$ cat src/hw/rtl/tcw_pkg.sv
// shared types and constants of the text console writer
`default_nettype none

package tcw_pkg;

  // number of consoles, each with its own region of video memory
  localparam int CONSOLES = 4;
  localparam int CIDX_W   = (CONSOLES > 1) ? $clog2(CONSOLES) : 1;

  // configuration register indexes
  localparam int CFG_IDX_W = 2;
  localparam int CFG_DAT_W = 15;
  localparam logic [CFG_IDX_W-1:0] CFG_LINE_WIDTH   = 2'd0;
  localparam logic [CFG_IDX_W-1:0] CFG_REGION_WORDS = 2'd1;
  localparam logic [CFG_IDX_W-1:0] CFG_SCREEN_WORDS = 2'd2;
  localparam logic [CFG_IDX_W-1:0] CFG_CHAR_ATTR    = 2'd3;

  // configuration reset values
  localparam logic [7:0]  RST_LINE_WIDTH   = 8'd80;
  localparam logic [14:0] RST_REGION_WORDS = 15'd4096;
  localparam logic [14:0] RST_SCREEN_WORDS = 15'd2000;
  localparam logic [7:0]  RST_CHAR_ATTR    = 8'd7;

  // operation codes
  localparam logic [1:0] FUNC_WRITE  = 2'd0;
  localparam logic [1:0] FUNC_SELECT = 2'd1;
  localparam logic [1:0] FUNC_UP     = 2'd2;
  localparam logic [1:0] FUNC_DOWN   = 2'd3;

  // character codes
  localparam logic [7:0] CH_NEWLINE   = 8'd10;
  localparam logic [7:0] CH_BACKSPACE = 8'd8;
  localparam logic [7:0] CH_BLANK     = 8'h20;
  localparam logic [7:0] ATTR_BLANK   = 8'h00;

  // result kinds
  localparam logic KIND_MEM = 1'b0;
  localparam logic KIND_REG = 1'b1;

  // display controller register indexes
  localparam logic [3:0] REG_START_HI  = 4'hC;
  localparam logic [3:0] REG_START_LO  = 4'hD;
  localparam logic [3:0] REG_CURSOR_HI = 4'hE;
  localparam logic [3:0] REG_CURSOR_LO = 4'hF;

  typedef struct packed {
    logic [1:0] func;
    logic [2:0] console_index;
    logic [7:0] character;
  } in_t;

  typedef struct packed {
    logic        kind;
    logic [14:0] address;
    logic [7:0]  data;
    logic        last;
  } out_t;

  // origin of a console at the reset region size, wrapped to 15 bits
  function automatic logic [14:0] reset_origin(input int idx);
    logic [31:0] prod;
    prod = 32'(idx) * 32'(RST_REGION_WORDS);
    return prod[14:0];
  endfunction

endpackage

`default_nettype wire

$ cat src/hw/rtl/text_console_writer.sv
// text console writer: cursor and display start keeping for several consoles
// flow: an accepted item passes lookup (ST_SETUP) and decision (ST_DECIDE), then
//   hands out its 0 to 6 results one per cycle through the output register, unless the output stalls
// a newline that moves the cursor first runs 15 remainder bits, then one cursor update
// items are taken one at a time: a new one is accepted only in idle, after the last is done
// reset: cursors and starts go to index times 4096, config to its defaults
`default_nettype none

module text_console_writer (
  input  wire                               clk_i,
  input  wire                               rst_ni,
  input  wire                               in_valid_i,
  output logic                              in_ready_o,
  input  wire  tcw_pkg::in_t                in_data_i,
  output logic                              out_valid_o,
  input  wire                               out_ready_i,
  output tcw_pkg::out_t                     out_data_o,
  input  wire                               cfg_we_i,
  input  wire  [tcw_pkg::CFG_IDX_W-1:0]     cfg_index_i,
  input  wire  [tcw_pkg::CFG_DAT_W-1:0]     cfg_data_i
);

  localparam logic [2:0] ST_IDLE   = 3'd0;
  localparam logic [2:0] ST_SETUP  = 3'd1;
  localparam logic [2:0] ST_DECIDE = 3'd2;
  localparam logic [2:0] ST_DIV    = 3'd3;
  localparam logic [2:0] ST_NLUPD  = 3'd4;
  localparam logic [2:0] ST_EMIT   = 3'd5;

  // result slots: two memory bytes, cursor pair, start pair
  localparam logic [2:0] IDX_MEM   = 3'd0;
  localparam logic [2:0] IDX_ATTR  = 3'd1;
  localparam logic [2:0] IDX_CURHI = 3'd2;
  localparam logic [2:0] IDX_CURLO = 3'd3;
  localparam logic [2:0] IDX_STHI  = 3'd4;
  localparam logic [2:0] IDX_LAST  = 3'd5;

  localparam logic [3:0] DIV_STEPS = 4'd15;

  logic [2:0]  state_q;
  logic [7:0]  line_width_q;
  logic [14:0] region_q;
  logic [14:0] screen_q;
  logic [7:0]  attr_q;
  logic [14:0] cursor_q [tcw_pkg::CONSOLES];
  logic [14:0] start_q  [tcw_pkg::CONSOLES];
  logic [2:0]  active_q;

  logic [1:0]  func_q;
  logic [2:0]  cons_q;
  logic [7:0]  ch_q;
  logic [17:0] origin_q;
  logic [14:0] cur_q;
  logic [14:0] st_q;
  logic [14:0] off_q;
  logic [14:0] dvd_q;
  logic [7:0]  rem_q;
  logic [3:0]  cnt_q;
  logic [14:0] p_q;
  logic [7:0]  mdata_q;
  logic [7:0]  adata_q;
  logic [2:0]  idx_q;
  logic        out_valid_q;
  tcw_pkg::out_t out_q;

  logic [tcw_pkg::CIDX_W-1:0] ci;
  logic [7:0]  lw;
  logic [17:0] limit;
  logic        nl_ok, adv_ok, bs_ok, up_ok, dn_ok;
  logic [14:0] off_new;
  logic [8:0]  trial;
  logic        trial_ge;
  logic [8:0]  trial_sub;
  logic [18:0] nl_sum;
  logic        emit_go;
  logic        in_xfer;
  logic        cons_ok;
  tcw_pkg::out_t emit_item;

  assign ci      = cons_q[tcw_pkg::CIDX_W-1:0];
  assign lw      = (line_width_q == 8'd0) ? 8'd1 : line_width_q;
  assign limit   = origin_q + {3'b0, region_q};
  assign nl_ok   = ({4'b0, cur_q} + {11'b0, lw}) < {1'b0, limit};
  assign adv_ok  = ({4'b0, cur_q} + 19'd1) < {1'b0, limit};
  assign bs_ok   = {3'b0, cur_q} > origin_q;
  assign up_ok   = {3'b0, st_q} > origin_q;
  assign dn_ok   = ({4'b0, st_q} + {3'b0, screen_q, 1'b0}) < {1'b0, limit};
  assign off_new = bs_ok ? (cur_q - origin_q[14:0]) : 15'd0;

  // subtractor of the remainder loop: one remainder bit per cycle
  assign trial     = {rem_q, dvd_q[14]};
  assign trial_ge  = trial >= {1'b0, lw};
  assign trial_sub = trial - {1'b0, lw};

  // next line start: origin + offset - offset mod width + width
  assign nl_sum = {1'b0, origin_q} + {4'b0, off_q} + {11'b0, lw} - {11'b0, rem_q};

  assign in_ready_o = (state_q == ST_IDLE);
  assign in_xfer    = in_valid_i && in_ready_o;
  assign cons_ok    = {1'b0, in_data_i.console_index} < 4'(tcw_pkg::CONSOLES);
  assign emit_go    = (state_q == ST_EMIT) && (!out_valid_q || out_ready_i);

  always_comb begin
    emit_item      = '0;
    emit_item.last = (idx_q == IDX_LAST);
    case (idx_q)
      IDX_MEM: begin
        emit_item.kind    = tcw_pkg::KIND_MEM;
        emit_item.address = {p_q[13:0], 1'b0};
        emit_item.data    = mdata_q;
      end
      IDX_ATTR: begin
        emit_item.kind    = tcw_pkg::KIND_MEM;
        emit_item.address = {p_q[13:0], 1'b1};
        emit_item.data    = adata_q;
      end
      IDX_CURHI: begin
        emit_item.kind    = tcw_pkg::KIND_REG;
        emit_item.address = 15'(tcw_pkg::REG_CURSOR_HI);
        emit_item.data    = {1'b0, cursor_q[ci][14:8]};
      end
      IDX_CURLO: begin
        emit_item.kind    = tcw_pkg::KIND_REG;
        emit_item.address = 15'(tcw_pkg::REG_CURSOR_LO);
        emit_item.data    = cursor_q[ci][7:0];
      end
      IDX_STHI: begin
        emit_item.kind    = tcw_pkg::KIND_REG;
        emit_item.address = 15'(tcw_pkg::REG_START_HI);
        emit_item.data    = {1'b0, start_q[ci][14:8]};
      end
      IDX_LAST: begin
        emit_item.kind    = tcw_pkg::KIND_REG;
        emit_item.address = 15'(tcw_pkg::REG_START_LO);
        emit_item.data    = start_q[ci][7:0];
      end
      default: begin
        emit_item = '0;
      end
    endcase
  end

  always_ff @(posedge clk_i or negedge rst_ni) begin
    if (!rst_ni) begin
      state_q      <= ST_IDLE;
      line_width_q <= tcw_pkg::RST_LINE_WIDTH;
      region_q     <= tcw_pkg::RST_REGION_WORDS;
      screen_q     <= tcw_pkg::RST_SCREEN_WORDS;
      attr_q       <= tcw_pkg::RST_CHAR_ATTR;
      for (int i = 0; i < tcw_pkg::CONSOLES; i++) begin
        cursor_q[i] <= tcw_pkg::reset_origin(i);
        start_q[i]  <= tcw_pkg::reset_origin(i);
      end
      active_q    <= 3'd0;
      func_q      <= '0;
      cons_q      <= '0;
      ch_q        <= '0;
      origin_q    <= '0;
      cur_q       <= '0;
      st_q        <= '0;
      off_q       <= '0;
      dvd_q       <= '0;
      rem_q       <= '0;
      cnt_q       <= '0;
      p_q         <= '0;
      mdata_q     <= '0;
      adata_q     <= '0;
      idx_q       <= IDX_MEM;
      out_valid_q <= 1'b0;
      out_q       <= '0;
    end else begin
      if (cfg_we_i) begin
        case (cfg_index_i)
          tcw_pkg::CFG_LINE_WIDTH:   line_width_q <= cfg_data_i[7:0];
          tcw_pkg::CFG_REGION_WORDS: region_q     <= cfg_data_i;
          tcw_pkg::CFG_SCREEN_WORDS: screen_q     <= cfg_data_i;
          tcw_pkg::CFG_CHAR_ATTR:    attr_q       <= cfg_data_i[7:0];
          default: begin
          end
        endcase
      end

      if (emit_go) begin
        out_valid_q <= 1'b1;
      end else if (out_valid_q && out_ready_i) begin
        out_valid_q <= 1'b0;
      end

      case (state_q)
        ST_IDLE: begin
          if (in_xfer && cons_ok) begin
            func_q  <= in_data_i.func;
            cons_q  <= in_data_i.console_index;
            ch_q    <= in_data_i.character;
            state_q <= ST_SETUP;
          end
        end
        ST_SETUP: begin
          origin_q <= 18'(cons_q) * 18'(region_q);
          cur_q    <= cursor_q[ci];
          st_q     <= start_q[ci];
          state_q  <= ST_DECIDE;
        end
        ST_DECIDE: begin
          case (func_q)
            tcw_pkg::FUNC_WRITE: begin
              if (ch_q == tcw_pkg::CH_NEWLINE) begin
                if (nl_ok) begin
                  off_q   <= off_new;
                  dvd_q   <= off_new;
                  rem_q   <= 8'd0;
                  cnt_q   <= DIV_STEPS;
                  state_q <= ST_DIV;
                end else begin
                  idx_q   <= IDX_CURHI;
                  state_q <= ST_EMIT;
                end
              end else if (ch_q == tcw_pkg::CH_BACKSPACE) begin
                state_q <= ST_EMIT;
                if (bs_ok) begin
                  p_q          <= cur_q - 15'd1;
                  cursor_q[ci] <= cur_q - 15'd1;
                  mdata_q      <= tcw_pkg::CH_BLANK;
                  adata_q      <= tcw_pkg::ATTR_BLANK;
                  idx_q        <= IDX_MEM;
                end else begin
                  idx_q <= IDX_CURHI;
                end
              end else begin
                state_q <= ST_EMIT;
                if (adv_ok) begin
                  p_q          <= cur_q;
                  cursor_q[ci] <= cur_q + 15'd1;
                  mdata_q      <= ch_q;
                  adata_q      <= attr_q;
                  idx_q        <= IDX_MEM;
                end else begin
                  idx_q <= IDX_CURHI;
                end
              end
            end
            tcw_pkg::FUNC_SELECT: begin
              active_q <= cons_q;
              idx_q    <= IDX_CURHI;
              state_q  <= ST_EMIT;
            end
            tcw_pkg::FUNC_UP: begin
              idx_q <= IDX_STHI;
              if (up_ok) begin
                start_q[ci] <= st_q - screen_q;
                state_q     <= ST_EMIT;
              end else begin
                state_q <= ST_IDLE;
              end
            end
            tcw_pkg::FUNC_DOWN: begin
              idx_q <= IDX_STHI;
              if (dn_ok) begin
                start_q[ci] <= st_q + screen_q;
                state_q     <= ST_EMIT;
              end else begin
                state_q <= ST_IDLE;
              end
            end
            default: begin
              state_q <= ST_IDLE;
            end
          endcase
        end
        ST_DIV: begin
          rem_q <= trial_ge ? trial_sub[7:0] : trial[7:0];
          dvd_q <= {dvd_q[13:0], 1'b0};
          cnt_q <= cnt_q - 4'd1;
          if (cnt_q == 4'd1) begin
            state_q <= ST_NLUPD;
          end
        end
        ST_NLUPD: begin
          cursor_q[ci] <= nl_sum[14:0];
          idx_q        <= IDX_CURHI;
          state_q      <= ST_EMIT;
        end
        ST_EMIT: begin
          if (emit_go) begin
            out_q <= emit_item;
            idx_q <= idx_q + 3'd1;
            if (idx_q == IDX_LAST) begin
              state_q <= ST_IDLE;
            end
          end
        end
        default: begin
          state_q <= ST_IDLE;
        end
      endcase
    end
  end

  assign out_valid_o = out_valid_q;
  assign out_data_o  = out_q;

  // a console select never records an index outside the console range
  a_active_range: assert property (@(posedge clk_i) disable iff (!rst_ni)
    {1'b0, active_q} < 4'(tcw_pkg::CONSOLES))
    else $error("active console out of range");

  // an accepted item either starts the lookup or is dropped for a bad index
  a_accept_next: assert property (@(posedge clk_i) disable iff (!rst_ni)
    in_xfer |=> (state_q == ST_SETUP || state_q == ST_IDLE))
    else $error("unexpected state after input transfer");

  // the result marked last ends the item
  a_last_ends: assert property (@(posedge clk_i) disable iff (!rst_ni)
    (emit_go && idx_q == IDX_LAST) |=> (state_q == ST_IDLE && out_q.last))
    else $error("last result did not end the item");

  // the remainder loop never runs past its step count
  a_div_count: assert property (@(posedge clk_i) disable iff (!rst_ni)
    (state_q == ST_DIV) |-> (cnt_q != 4'd0 && cnt_q <= DIV_STEPS))
    else $error("remainder step count out of range");

endmodule

`default_nettype wire
$ cat config.mk
export PLATFORM = sky130hd
export DESIGN_NAME = text_console_writer
export DESIGN_NICKNAME = d
export VERILOG_FILES = /design/src/hw/rtl/tcw_pkg.sv /design/src/hw/rtl/text_console_writer.sv
export SDC_FILE = /design/constraint.sdc
export NUM_CORES = 1
export LEC_CHECK = 0
export BUFFER_PORTS_ARGS = -buffer_cell sky130_fd_sc_hd__buf_2
export CAP_MARGIN = 20
export CORE_AREA = 2 2 294 296
export DETAILED_ROUTE_END_ITERATION = 6
export DIE_AREA = 0 0 296 298
export GPL_TIMING_DRIVEN = 1
export PLACE_DENSITY = 0.5
export REMOVE_ABC_BUFFERS = 1
export SETUP_SLACK_MARGIN = 0.5
export SLEW_MARGIN = 25
export SYNTH_ARGS = -nofsm -noshare
export SYNTH_HDL_FRONTEND = slang
export SYNTH_SLANG_ARGS = --single-unit
$ cat constraint.sdc
create_clock -name clk_i -period 6.95 [get_ports clk_i]
set_input_delay 0 -clock clk_i [delete_from_list [all_inputs] [get_ports clk_i]]
set_output_delay 0 -clock clk_i [all_outputs]
set_load 0.02 [all_outputs]
==> run_results.csv <==
group,metric,value,unit
sta,finalSetupViolCount,0,
synthesis,synth_area_per_cell,9.90,um^2
detailed_routing,firstDrtPassIters,5,
synthesis,yosysUniqueCellTypes,80,
worst_setup_path,crit_path_start,"st_q[1]",
floorplanning,dieArea,0.0882,mm^2
sta,rsz0062_at_grt,"false",
final_layout,drive_above_1_share,16.3,%
final_layout,register_area,0.00831,mm^2
detailed_routing,drt-wirelength-per-cell,19.9,um
global_routing,first_global_vias,17752,
detailed_routing,vias,17585,
outcome,status,"finished, final reports clean",
worst_setup_path,reg2reg_from,"st_q[1]",
place,hpwl,53400,um
detailed_routing,drc,0,
floorplanning,placement_rows,107,
final_layout,final_net_count,2631,
sta,fmax,0.167,GHz
synthesis,ys.warnings.count,0,
clock_tree,clock-sinks,331,
sta,fin_crit,6.00,ns
clock_tree,h-tree-depth,2,
sta,worst_pin_slew,1.04,ns
power,p_per_area,505,mW/mm^2
detailed_routing,ant_nets,0,
floorplanning,die_w,296,um
clock_tree,post-cts-setup-buffers,0,
synthesis,synth_cells,2298,
global_routing,grt_max_degree,102,
clock_tree,root_buffer,"clkbuf_16",
global_routing,antenna_found_initial,3,
synthesis,syn_area,0.0228,mm^2
sta,relSlewSlack,30.7,%
final_layout,synthToLayoutAreaGrowth,14.7,%
worst_setup_path,cp_max_fo,15,
worst_setup_path,slowest_delay,0.85,ns
power,ir_worst_vdd,0.254,mV
worst_setup_path,arrival,6.45,ns
global_routing,grt_pass1_wl,109000,um
synthesis,ys_seq_elements,331,
final_layout,diodes,0,
sta,timing.setup.tns,0,ns
worst_setup_path,worstSetupEndpointType,"flop",
clock_tree,clock_path_buffers,3,
synthesis,yosysSeqAreaShare,36.5,%
place,portBuffers,61,
global_routing,overflow,0,
sta,fin_ws,0.948,ns
final_layout,multi_input_area,0.0134,mm^2
clock_tree,clk_latency,0.58,ns
synthesis,async_flop_share,100,%
detailed_routing,wl,70500,um
sta,hold_viol,0,
job,maxCapViolations,0,
sta,slew_viol_final,0,
synthesis,synth-edff-count,0,
clock_tree,clkTransAtPathRegs,0.05,ns
place,place_congestion,0.894,
worst_setup_path,crit_slowest_cell,"nor2_2",
worst_setup_path,critPathKind,"reg2reg",
min_path,hp-class,"in2async",
sta,fin_skew,0.0139,ns
final_layout,fillers,8757,
clock_tree,cts_tree,"built",
floorplanning,ios,62,
detailed_routing,drt_iter0_markers,1006,
power,cellLeakagePower,12.0,nW
global_routing,grt_use_total,16.0,%
synthesis,synth_flop_cell,"dfrtp_1",
place,dp_slack,0.937,ns
floorplanning,start_util,26.8,%
clock_tree,cts_made_buffers,43,
detailed_routing,via_per_inst,4.98,
worst_setup_path,worstPathCellList,"ha_1 -> fa_1 -> a21o_1 -> a21oi_1 -> nor2b_1 -> o21ai_0 -> a211oi_1 -> or3b_2 -> nand2_1 -> xnor2_1 -> ha_1 -> and2_1 -> a221oi_1 -> nand2_1 -> nand4_1 -> a31oi_1 -> o31ai_1 -> o2111ai_1 -> nor2_2 -> mux2_2",
floorplanning,die_h,298,um
floorplanning,core,0.0849,mm^2
sta,fin_crit_sh,86.4,%
worst_setup_path,required,7.40,ns
worst_setup_path,start_kind,"flop",
==> Yosys cell counts (37+ instances only) <==
cell type	count	area share (%)
ha_1	201	11
dfrtp_1	311	34
fa_1	37	3.3
a21oi_1	128	2.8
nand3_1	44	0.97
mux2_2	144	7.1
o21ai_0	105	2.3
nand2_1	280	4.6
clkbuf_1	80	1.3
nor2_1	100	1.6
xor2_1	55	2.1
a21o_1	44	1.5
inv_1	153	2.5
xnor2_1	77	3.0
==> placed cells by master, fill, tap and decap left out, types with 34 or more instances in the layout <==
cell,instances
nor2_1,99
nand3_1,44
a21o_1,44
nand2_1,279
mux2_2,144
dfrtp_1,309
xnor2_1,77
fa_1,37
clkbuf_16,43
xor2_1,55
dlygate4sd3_1,44
inv_1,153
ha_1,201
a21oi_1,127
buf_2,60
o21ai_0,105
nor3_1,34
==> routing by layer <==
layer	GRT usage (%)	vias up	wire length [um]
li1	-	8268	-
met1	23.2	8780	33500
met2	24.3	437	30900
met3	2.12	100	3440
met4	5.68	0	2610
met5	0	-	0
==> final timing paths <==
| kind | to | slack (ns) | cells after the start |
|---|---|---|---|
| setup / recovery | start_q[17] | 0.95 | 20 |
| hold / removal | rem_q[3] | 0.03 | 2 |
| setup reg to reg | start_q[17] | 0.95 | 20 |
| hold reg to reg | out_data_o[13] | 0.47 | 2 |
| max in group asynchronous | start_q[41] | 5.07 | 4 |
| min in group clk_i | state_q[0] | 0.11 | 3 |
==> logic make-up after synthesis <==
family                     synth area share (%)
AOI/OAI and AO/OA                          16.4
adders and majority gates                  14.3
xor gates and xnor gates                   5.08
and+or+nand+nor                            12.5
DFF                                        36.5
buffers and inverters                      4.75
muxes                                      10.4
==> what timing repair did <==
| item | in CTS | in global routing |
|---|---|---|
| resized for setup | 0 | 0 |
| hold buffers | 44 | 0 |
| endpoints found under the setup margin | 0 | 0 |
| endpoints found under the hold margin | 146 | 0 |
==> area by class of cell <==
cell class / count / area share [%]
clock buffer: 59 / 4.62
clock inverter: 18 / 0.872
inverter: 153 / 2.20
multi-input combinational: 1701 / 51.4
sequential: 331 / 31.8
tap: 1144 / 5.48
timing repair buffer: 128 / 3.63
==> where the power goes <==
| group | switching, mW | internal, mW |
|---|---|---|
| combinational | 4.48 | 3.07 |
| sequential | 0.724 | 2.62 |
| clock | 0.911 | 1.37 |
| total | 6.12 | 7.05 |
==> flip-flops by register name, summed over array words and instances (netlist names), 14 cells and up <==
register and flops:
p_q 14, off_q 15, cur_q 15, start_q 60, screen_q 15, cursor_q 60, origin_q 18, out_data_o 25
st_q 15, region_q 15, dvd_q 15
==> worst max-delay path, delay by kind of cell, from the launching register on <==
kind                       cells  cell delay (ns)
and+or+nand+nor                7             1.86
AOI/OAI and AO/OA              8             2.01
muxes                          1             0.41
xor gates and xnor gates       1             0.12
DFF                            1             0.51
adders and majority gates      3             0.96
==> metrics by stage <==
| stage | util, % | cells | hold WS [ns] | instance area (um^2) | power, mW |
|---|---|---|---|---|---|
| floorplan | - | 2185 | -0.296 | 22200 | 8.37 |
| global placement | 28.5 | 3412 | 0.0474 | 24200 | 10.7 |
| detailed placement | 28.5 | 3412 | 0.0653 | 24200 | 10.8 |
| CTS | 30.7 | 3533 | 0.0452 | 26100 | 13.2 |
| global route | 30.8 | 3534 | 0.0910 | 26100 | 14.2 |
| finish | 30.8 | 3534 | 0.0344 | 26100 | 13.2 |
Power figures use the tool's default switching activity.
